$ cat config.mk
export PLATFORM = sky130hd
export DESIGN_NAME = vt4_front
export DESIGN_NICKNAME = d
export VERILOG_FILES = /design/src/rtl/core/vt4_pkg.sv /design/src/rtl/core/vt4_front.sv
export SDC_FILE = /design/constraint.sdc
export NUM_CORES = 1
export LEC_CHECK = 0
export ABC_AREA = 1
export BUFFER_PORTS_ARGS = -buffer_cell sky130_fd_sc_hd__buf_2
export CAP_MARGIN = 20
export CORE_AREA = 2 2 119 121
export DETAILED_ROUTE_END_ITERATION = 10
export DIE_AREA = 0 0 121 123
export PLACE_DENSITY = 0.44
export REMOVE_ABC_BUFFERS = 1
export SLEW_MARGIN = 20
export SYNTH_ARGS = -nofsm -noshare
export SYNTH_HDL_FRONTEND = slang
export SYNTH_SLANG_ARGS = --single-unit
$ cat constraint.sdc
create_clock -name vclk -period 2.75
set_clock_uncertainty 0.1 [all_clocks]
set_input_delay 0.55 -clock vclk [all_inputs]
set_output_delay 0.55 -clock vclk [all_outputs]
set_load 0.005 [all_outputs]
$ cat src/rtl/core/vt4_pkg.sv
// vt4_pkg: shared types and constants for the 4x4 vertex transform block
// holds the item structs, the queue command format and the queue status bundle
// no dependencies
package vt4_pkg;

  localparam int unsigned DATA_W          = 32;
  localparam int unsigned MAT_N           = 16;
  localparam int unsigned IDX_W           = 4;
  localparam int unsigned FRAC_BITS_DEF   = 16;
  localparam int unsigned QUEUE_DEPTH_DEF = 4;

  // item kinds as they arrive on the input channel
  typedef enum logic [1:0] {
    KIND_LOAD  = 2'd0,
    KIND_FULL  = 2'd1,
    KIND_POINT = 2'd2
  } vt4_kind_e;

  typedef struct packed {
    logic [1:0]               kind;
    logic [IDX_W-1:0]         element_index;
    logic signed [DATA_W-1:0] element_value;
    logic signed [DATA_W-1:0] vec_x;
    logic signed [DATA_W-1:0] vec_y;
    logic signed [DATA_W-1:0] vec_z;
    logic signed [DATA_W-1:0] vec_w;
  } vt4_in_t;

  typedef struct packed {
    logic signed [DATA_W-1:0] out_x;
    logic signed [DATA_W-1:0] out_y;
    logic signed [DATA_W-1:0] out_z;
    logic signed [DATA_W-1:0] out_w;
    logic                     has_w;
  } vt4_out_t;

  // queue entry: a load carries its value in d0
  typedef struct packed {
    vt4_kind_e                op;
    logic [IDX_W-1:0]         idx;
    logic signed [DATA_W-1:0] d0;
    logic signed [DATA_W-1:0] d1;
    logic signed [DATA_W-1:0] d2;
    logic signed [DATA_W-1:0] d3;
  } vt4_cmd_t;

  typedef struct packed {
    logic full;
    logic empty;
  } vt4_qstat_t;

endpackage

$ cat src/rtl/core/vt4_front.sv
// vt4_front: accepts input items, drops unused kinds and builds queue commands
// depends on vt4_pkg
module vt4_front (
  input  logic                in_valid_i,
  output logic                in_ready_o,
  input  vt4_pkg::vt4_in_t    in_data_i,
  input  vt4_pkg::vt4_qstat_t qstat_i,
  output logic                push_o,
  output vt4_pkg::vt4_cmd_t   cmd_o
);
  import vt4_pkg::*;

  logic keep;

  // take items whenever the queue has room
  assign in_ready_o = !qstat_i.full;

  // classify the kind, unused codes are accepted and dropped
  always_comb begin
    keep   = 1'b0;
    cmd_o  = '0;
    cmd_o.idx = in_data_i.element_index;
    case (in_data_i.kind)
      KIND_LOAD: begin
        keep     = 1'b1;
        cmd_o.op = KIND_LOAD;
        cmd_o.d0 = in_data_i.element_value;
      end
      KIND_FULL, KIND_POINT: begin
        keep     = 1'b1;
        cmd_o.op = vt4_kind_e'(in_data_i.kind);
        cmd_o.d0 = in_data_i.vec_x;
        cmd_o.d1 = in_data_i.vec_y;
        cmd_o.d2 = in_data_i.vec_z;
        cmd_o.d3 = in_data_i.vec_w;
      end
      default: keep = 1'b0;
    endcase
  end

  assign push_o = in_valid_i && in_ready_o && keep;

endmodule

# == Word level (Yosys, flattened, before mapping) ==
# Index checks and enable logic that the tools add are counted.
# op_classes
n_mux,4
reduce_logical,6
n_eq_ne,2
# op_table
op,n
96-bit two-way mux,1
32-bit one-hot mux with 2 select lines,1
3-bit OR reduction,1
"2-bit by 1-bit equality test with 1-bit output, second input constant",1
"2-bit equality test, second input constant",1
1-bit logical AND,2
2-bit zero test,1
2-bit two-way mux,1
2-bit OR reduction,1
1-bit zero test,1
1-bit two-way mux,1
# word_totals
out_inout_bits,136
ff_bits,0
input_bits,169

# == Longest topological paths before layout ==
# logic_depth
depth_word,4
mapped_depth,6

# == Worst setup path after synthesis ==
# No wires, ideal clock.
# synth_path
path_kind,in2out
startpoint,in in_data_i[164] in the netlist's numbering
endpoint,out cmd_o[100] in the netlist's numbering
slack_ps,774
path_buffers,2
t_arrival_ps,1326
stages,6
path_cell_list,inv_1 ha_1 buf_4 buf_4 nand2_1 a21oi_1
# synth_lines
element,line,rtl
from (decl),vt4_front.sv:6,"input vt4_pkg::vt4_in_t in_data_i,"
to (decl),vt4_front.sv:9,output vt4_pkg::vt4_cmd_t cmd_o

==> results_dict.tcl <==
set metrics [dict create \
    layout-drive-gt1-share_pct 50.58 \
    maxSlewHeadroom_pct 74.95 \
    fin_nets 774 \
    areaGrowthSynthToFinish_pct 124.4 \
    rsz0062_at_grt "no" \
    synth_area_um2 1339 \
    final_area_um2 3004 \
    synth_cell_types 8 \
    hold_buffers 0 \
    synthTopCellsByArea "nand2_1 45%, inv_1 28%, a21oi_1 12%" \
    p_leak_nw 2.494 \
    drcViolationCount 0 \
    io_buffers 296 \
    grt-ovfl-total 0 \
    place_area_um2 3004 \
    hold_path_class "input port to output pin" \
    tightest_slew_ns 0.3757 \
    core.rowCount 43 \
    track_usage_pct 8.658 \
    coreArea_um2 13610 \
    antenna_found_initial 0 \
    vias 2637 \
    grt_pass1_vias 2198 \
    viasPerCell 3.385 \
    syn_avg_cell_area_um2 4.158 \
    postCtsSetupRepairBufs 0 \
    dpl.hpwl_mm 6.438 \
    start_util_pct 9.835 \
    wl_per_cell_um 9.832 \
    pwr_density_cell_nw_per_um2 175.8 \
    cp_max_fo 31 \
    die_h_um 123 \
    final_max_slew_viol_count 0 \
    synth_top_area_cell "nand2_1" \
    setup_viol 0 \
    drtPass1Iterations 4 \
    yosys.cell_count.top_type "nand2_1" \
    synth_top_area_share_pct 45.14 \
    finalHoldViolations 0 \
    crit_type "input port to output pin" \
    ios 305 \
    antenna_cells 0 \
    nClkBuffers 0 \
    irDropWorstVdd_mv 0.06716 \
    fillers 1603 \
    grt_max_degree 51 \
    fin_ws_ns 0.3523 \
    fin_crit_ns 2.398 \
    cp-end-kind "output pin" \
    grt_pass1_wl_mm 10.68 \
    cp-start-kind "input port" \
    synth_common_cells "161 x nand2_1, 99 x inv_1, 32 x a21oi_1, 14 x buf_2, 10 x buf_4" \
    place_congestion 0.7006 \
    drt_iter0_drc 77 \
    cap_violations 0 \
    status "finished clean" \
    seq_area_um2 0 \
    n_sequential_cell 0 \
    synthesis.instances 322 \
    die_x_um 121 \
    crit_arrival_ns 1.75 \
    antenna_left 0 \
    yosysWarnings 0 \
    max_freq_ghz 0.4171 \
    yosysSeqAreaShare_pct 0 \
    drt-total-wl_mm 7.659 \
    cts_resized 0 \
    fin_crit_sh_pct 87.19 \
    dp_slack_ns 0.3280 \
    die-area_um2 14880 \
    crit_required_ns 2.10 \
]
## power breakdown
| part | internal, W | total (W) | switching [W] |
|---|---|---|---|
| combinational | 0.000269 | 0.000528 | 0.000259 |
| clock | 0 | 0 | 0 |
| sequential | 0 | 0 | 0 |
## cell families after synthesis
family / synth area share, %
AOI/OAI and AO/OA: 11.96
buffers and inverters: 38.88
adders and majority gates: 3.738
and+or+nand+nor: 45.42
## path summary, 6_finish.rpt
kind	cells past startpoint	slack, ns	start	to
worst max-delay path	7	0.35	in_data_i[164]	cmd_o[116]
worst min-delay path	0	1.00	in_data_i[162]	cmd_o[130]
## through the flow
stage	total power [W]	TNS (ns)	instances	hold WS [ns]	utilization, %
floorplan	0.0002172	-100.15	297	1.000	-
global placement	0.0005406	0	779	1.000	22.07
detailed placement	0.0005367	0	779	1.000	22.07
CTS	0.0005395	0	779	1.000	22.07
global route	0.0006015	0	779	1.000	22.07
finish	0.0005281	0	779	1.000	22.07
## critical path: stages
cell,delay (ns)
buf_2,0.11
inv_1,0.08
ha_4,0.39
buf_12,0.20
nand2_1,0.06
a21oi_1,0.19
buf_2,0.15
## metal layers
| metal | track usage (%) | share of wire [%] | up-vias |
|---|---|---|---|
| met5 | 0 | 0 | - |
| met4 | 0 | 0 | 0 |
| met3 | 0.8764 | 9.5 | 0 |
| met2 | 17.70 | 52 | 160 |
| met1 | 10.19 | 38 | 1047 |
| li1 | - | - | 1430 |
## placed cells by master, fill, tap and decap left out, drive strengths merged
cell type,count
buf,302
nand2,161
inv,99
a21oi,32
ha,4
nor2,1
## cell type report
cell class | count | area [µm²] | share of cell area [%]
Tap cell | 180 | 225.2 | 7.497
Multi-Input combinational cell | 198 | 830.8 | 27.66
Inverter | 99 | 371.6 | 12.37
Timing Repair Buffer | 302 | 1577 | 52.48
(Power assumes the default switching activity.)
