`src/rtl/core/vt4_pkg.sv`:
```
// vt4_pkg: shared types and constants for the 4x4 vertex transform block
// holds the item structs, the queue command format and the queue status bundle
// no dependencies
package vt4_pkg;

  localparam int unsigned DATA_W          = 32;
  localparam int unsigned MAT_N           = 16;
  localparam int unsigned IDX_W           = 4;
  localparam int unsigned FRAC_BITS_DEF   = 16;
  localparam int unsigned QUEUE_DEPTH_DEF = 4;

  // item kinds as they arrive on the input channel
  typedef enum logic [1:0] {
    KIND_LOAD  = 2'd0,
    KIND_FULL  = 2'd1,
    KIND_POINT = 2'd2
  } vt4_kind_e;

  typedef struct packed {
    logic [1:0]               kind;
    logic [IDX_W-1:0]         element_index;
    logic signed [DATA_W-1:0] element_value;
    logic signed [DATA_W-1:0] vec_x;
    logic signed [DATA_W-1:0] vec_y;
    logic signed [DATA_W-1:0] vec_z;
    logic signed [DATA_W-1:0] vec_w;
  } vt4_in_t;

  typedef struct packed {
    logic signed [DATA_W-1:0] out_x;
    logic signed [DATA_W-1:0] out_y;
    logic signed [DATA_W-1:0] out_z;
    logic signed [DATA_W-1:0] out_w;
    logic                     has_w;
  } vt4_out_t;

  // queue entry: a load carries its value in d0
  typedef struct packed {
    vt4_kind_e                op;
    logic [IDX_W-1:0]         idx;
    logic signed [DATA_W-1:0] d0;
    logic signed [DATA_W-1:0] d1;
    logic signed [DATA_W-1:0] d2;
    logic signed [DATA_W-1:0] d3;
  } vt4_cmd_t;

  typedef struct packed {
    logic full;
    logic empty;
  } vt4_qstat_t;

endpackage

```
`src/rtl/core/vt4_queue.sv`:
```
// vt4_queue: short command queue between the front and the back
// depends on vt4_pkg
module vt4_queue #(
  parameter int unsigned DEPTH = vt4_pkg::QUEUE_DEPTH_DEF
) (
  input  logic                clk_i,
  input  logic                rst_ni,
  input  logic                push_i,
  input  vt4_pkg::vt4_cmd_t   cmd_i,
  input  logic                pop_i,
  output vt4_pkg::vt4_cmd_t   cmd_o,
  output vt4_pkg::vt4_qstat_t qstat_o
);
  import vt4_pkg::*;

  localparam int unsigned PTR_W = (DEPTH > 1) ? $clog2(DEPTH) : 1;
  localparam int unsigned CNT_W = $clog2(DEPTH + 1);

  vt4_cmd_t         mem_q [DEPTH];
  logic [PTR_W-1:0] wr_ptr_q, wr_ptr_d;
  logic [PTR_W-1:0] rd_ptr_q, rd_ptr_d;
  logic [CNT_W-1:0] cnt_q, cnt_d;

  // pointer and fill count update
  always_comb begin
    wr_ptr_d = wr_ptr_q;
    rd_ptr_d = rd_ptr_q;
    cnt_d    = cnt_q;
    if (push_i) begin
      wr_ptr_d = (wr_ptr_q == PTR_W'(DEPTH - 1)) ? '0 : wr_ptr_q + 1'b1;
    end
    if (pop_i) begin
      rd_ptr_d = (rd_ptr_q == PTR_W'(DEPTH - 1)) ? '0 : rd_ptr_q + 1'b1;
    end
    if (push_i && !pop_i) begin
      cnt_d = cnt_q + 1'b1;
    end else if (pop_i && !push_i) begin
      cnt_d = cnt_q - 1'b1;
    end
  end

  always_ff @(posedge clk_i or negedge rst_ni) begin
    if (!rst_ni) begin
      wr_ptr_q <= '0;
      rd_ptr_q <= '0;
      cnt_q    <= '0;
    end else begin
      wr_ptr_q <= wr_ptr_d;
      rd_ptr_q <= rd_ptr_d;
      cnt_q    <= cnt_d;
    end
  end

  // entry storage
  always_ff @(posedge clk_i) begin
    if (push_i) begin
      mem_q[wr_ptr_q] <= cmd_i;
    end
  end

  assign cmd_o         = mem_q[rd_ptr_q];
  assign qstat_o.full  = (cnt_q == CNT_W'(DEPTH));
  assign qstat_o.empty = (cnt_q == '0);

endmodule

```
`config.mk`:
```
export PLATFORM = sky130hd
export DESIGN_NAME = vt4_queue
export DESIGN_NICKNAME = d
export VERILOG_FILES = /design/src/rtl/core/vt4_pkg.sv /design/src/rtl/core/vt4_queue.sv
export SDC_FILE = /design/constraint.sdc
export NUM_CORES = 1
export LEC_CHECK = 0
export ABC_AREA = 1
export BUFFER_PORTS_ARGS = -buffer_cell sky130_fd_sc_hd__buf_2
export CORE_ASPECT_RATIO = 0.75
export CORE_MARGIN = 2
export CORE_UTILIZATION = 25
export CTS_CLUSTER_SIZE = 10
export DETAILED_ROUTE_END_ITERATION = 8
export GPL_TIMING_DRIVEN = 1
export MAX_ROUTING_LAYER = met4
export RECOVER_POWER = 25
export SYNTH_ARGS = -nofsm -noshare
export SYNTH_HDL_FRONTEND = slang
export SYNTH_SLANG_ARGS = --single-unit
```
`constraint.sdc`:
```
create_clock -name clk_i -period 8.8 [get_ports clk_i]
set_input_delay 0.44 -clock clk_i [delete_from_list [all_inputs] [get_ports clk_i]]
set_output_delay 0.44 -clock clk_i [all_outputs]
set_load 0.01 [all_outputs]
```
[Word-level counts from Yosys, hierarchy flattened]
Memory sizes are Yosys's and may differ from the RTL's.
Cells that the tools add are included.
Word-level totals
  register bits after elaboration: 7
  RAM bits: 536
  output and inout bits: 136
  logic and storage cells: 23
  memories: 1
Operators by class
  $add $sub $neg: 4
  equal/unequal tests: 3
  muxes and demuxes: 6
  reductions and logical operators: 6
Memory list
  mem_q: depth 4, width 134, read ports 1, clocked after memory_dff 0, write ports 1, line vt4_queue.sv:19  | vt4_cmd_t mem_q [DEPTH];
Operators with widths (count)
  2-to-1 mux 3 bit: 2
  adder 2 x 1 -> 2 bit (second input constant): 2
  == test 2 bit (second input constant): 2
  2-to-1 mux 2 bit: 2
  adder 3 x 1 -> 3 bit (second input constant): 1
  == test 3 bit (second input constant): 1
  zero test 3 bit: 1
  subtractor 3 x 1 -> 3 bit (second input constant): 1
  logical AND 1 bit: 2
  zero test 1 bit: 2
  2-to-1 mux 1 bit: 2
  nonzero test 2 bit: 1

[Logic depth before layout (Yosys ltp)]
  word-level depth: 4
  depth in mapped cells: 9
  depth with buffers taken out: 9

[Worst setup path after synthesis]
Ideal clock, no wire load.
  path type: register to register
  from: register wr_ptr_q[0]
  to: memory mem_q[2][0] in the netlist's numbering (enable)
  setup time: 0.487 ns
  arrival: 3.240 ns
  setup slack: 5.073 ns
  stages on the path, launching flop included: 5
  path buffers: 0
  clock period less this slack: 3.727 ns
  cells stage by stage: dfrtp_1 > inv_1 > ha_1 > nand2_1 > inv_1
RTL lines
  from (decl): line vt4_queue.sv:20  | logic [PTR_W-1:0] wr_ptr_q, wr_ptr_d;
  from (signal assigned): line vt4_queue.sv:48  | wr_ptr_q <= wr_ptr_d;
  to (decl): line vt4_queue.sv:19
Straight into the memory's write port.

==> impl_metrics.yaml <==
worst_hold_path:
  hp-start: "cmd_i[81]"
  hold_class: "primary input to flip-flop"
synthesis:
  ys_seq_elements: 543
  synthDistinctLibCells: 21
  netlist_area_mm2: 0.0218
  syn_area_per_cell_um2: 13.5
  synth_fp_nets: 1760
  synth_cells: 1615
  yosysSeqAreaShare_pct: 74.5
  yosysWarnings: 0
cells_and_area:
  syn_to_final_growth_pct: 19.2
  fin_nets: 2046
  final_common_cell: "edfxtp_1"
  layout_common_cells: "edfxtp_1, nand2_1, inv_1"
  fillerInstances: 8608
  design_area_mm2: 0.0260
  drive_gt1_share_pct: 15.5
power_and_ir_drop:
  power_leakage_nw: 10.0
  powerDensity_mw_per_mm2: 317
  ir_worst_vdd_mv: 0.181
critical_path:
  path_common_cell: "nand2_1"
  crit_slowest_cell: "buf_4"
  critPathLaunch: "rd_ptr_q[0]"
  cp-end-kind: "output pin"
  cpPeakStageDelay_ns: 0.85
  start_kind: "flip-flop"
  required_ns: 8.36
  crit_type: "flip-flop to output pin"
  rrSetupSlack_ns: 6.13
  crit_chain: "inv_8, buf_4, nand2_1, o211ai_1, nand2_1, buf_2"
  worstPathArrival_ns: 3.11
  r2r-start: "wr_ptr_q[1]"
  cp_top_family: "buffers and inverters"
  worst-path-buf-inv: 3
  cp_max_fo: 150
clock_tree:
  cts-buffers-inserted: 66
  clkTransAtPathRegs_ns: 0.05
  clock-sinks: 543
  clock-root-buffer: "clkbuf_16"
  cts_buffer_depth: 3
  htreeDepth: 3
  worstSkewPairLatency_ns: 0.58
  cts_tree: "yes"
  postCtsSetupRepairBufs: 0
drt:
  firstDrtPassIters: 5
  wire_per_inst_um: 14.9
  drcViolationCount: 0
  wl_met1_um: 20200
  viasPerCell: 4.05
  via_count: 12500
  antenna_left: 0
  routed_wl_um: 45900
  route.met3.wl_um: 4030
  maxUsedRoutingLayer: "met4"
  drtIter0Drc: 597
  dr_wl_met2_um: 20600
floorplanning:
  row_count: 93
  design.die.area_mm2: 0.0897
  fp.dieW_um: 345
  core_area_mm2: 0.0862
  start_util_pct: 25.3
  ios: 274
  die_h_um: 260
timing:
  slew_violations: 0
  tightestPinTransition_ns: 1.03
  rsz0062_at_grt: "false"
  skew_ns: 0.0119
  maxSlewHeadroom_pct: 31.2
  setup_viol: 0
  timing.fmax_mhz: 281
  period_needed_ns: 3.55
  layout_worst_path_cycle_share_pct: 40.4
  setup_tns_ns: 0
  hold_viol_final: 0
grt:
  grt_pass1_wl_um: 69700
  grt_max_degree: 216
  grt-ovfl-total: 0
  grt_pass1_vias: 12100
  antenna_found_initial: 10
  grt.total_usage_pct: 10.4
place:
  gp_congestion: 0.722
  dpl-instance-area_mm2: 0.0240
  port_buffers: 273
  hpwl_um: 26400
run:
  drv_cap: 0
run_status:
  status: "finished clean"
==> per-layer routing <==
layer,GRT usage [%],vias up
li1,-,6244
met1,12.7,5853
met2,15.9,280
met3,4.17,88
met4,3.25,0
met5,-,-
==> synth_stat cells <==
library cell,count,area (um^2)
edfxtp_1,536,16100
nand2_1,417,1570
inv_1,279,1050
o211ai_1,259,1940
buf_6,42,473
buf_2,32,160
buf_4,12,90.1
o211ai_2,9,113
dfrtp_1,7,175
ha_1,6,75.1
o21ai_0,3,15.0
clkbuf_1,2,7.51
nor2_1,2,7.51
nor3_1,2,10.0
fa_1,1,20.0
inv_2,1,3.75
inv_4,1,6.26
nand3_1,1,5.00
nand4_1,1,6.26
o21ai_1,1,5.00
xnor2_1,1,8.76
==> registers in the layout, summed over array words and instances (netlist names) <==
| register | count |
|---|---|
| cnt_q | 3 |
| wr_ptr_q | 2 |
| mem_q | 536 |
| rd_ptr_q | 2 |
==> cell type report <==
| type | count | area, um^2 | area share, % |
|---|---|---|---|
| Antenna cell | 9 | 22.5 | 0.0866 |
| Clock buffer | 84 | 1770 | 6.81 |
| Clock inverter | 11 | 95.1 | 0.365 |
| Inverter | 281 | 1080 | 4.17 |
| Multi-Input combinational cell | 703 | 3770 | 14.5 |
| Sequential cell | 543 | 16300 | 62.5 |
| Tap cell | 1140 | 1430 | 5.48 |
| Timing Repair Buffer | 306 | 1570 | 6.03 |
==> kinds of logic (layout without fill, tap and decap cells) <==
kind of cell               count (synthesis)  count (layout)  share of synthesized area [%]
xor gates and xnor gates                   1               1                         0.0401
adders and majority gates                  7               7                          0.436
buffers and inverters                    369             682                           8.19
DFF                                      543             543                           74.5
and+or+nand+nor                          423             423                           7.30
AOI/OAI and AO/OA                        272             272                           9.51
other                                      0               9                              0
==> worst register-to-register path: cells and delay by family (launching register included) <==
kind          cells  cell delay (ns)
fa+ha+maj         1             0.14
buf+inv           3             1.50
simple gates      1             0.10
flops             1             0.40
==> timing repair <==
action,4_1_cts,5_1_grt
resized for setup,0,0
hold buffers,19,0
hold endpoints to repair,55,0
==> worst paths after layout <==
check,endpoint,depth (start not counted)
max in group asynchronous,rd_ptr_q[1],2
max reg2reg,mem_q[1][74],5
min reg2reg,cnt_q[2],2
min in group asynchronous,wr_ptr_q[1],2
max,cmd_o[45],6
min,mem_q[2][81],1
==> power by group <==
part	switching, mW	total (mW)	internal [mW]
registers	0.115	3.43	3.32
clock network	0.996	2.40	1.41
logic	1.65	2.42	0.764
==> per-stage QoR <==
stage               power (mW)  util [%]  hold WS, ns  setup WS [ns]  cells
CTS                       8.44      30.3     0.000109           5.18   3068
global placement          5.94      27.9        0.327           5.87   2954
global route              8.78      30.2       0.0421           4.95   3076
finish                    8.25      30.2       0.0668           5.25   3077
floorplan                 5.19         -        0.144           5.07   1615
detailed placement        5.97      27.9        0.327           5.86   2954
No activity file was read; power rests on OpenSTA's default activity.
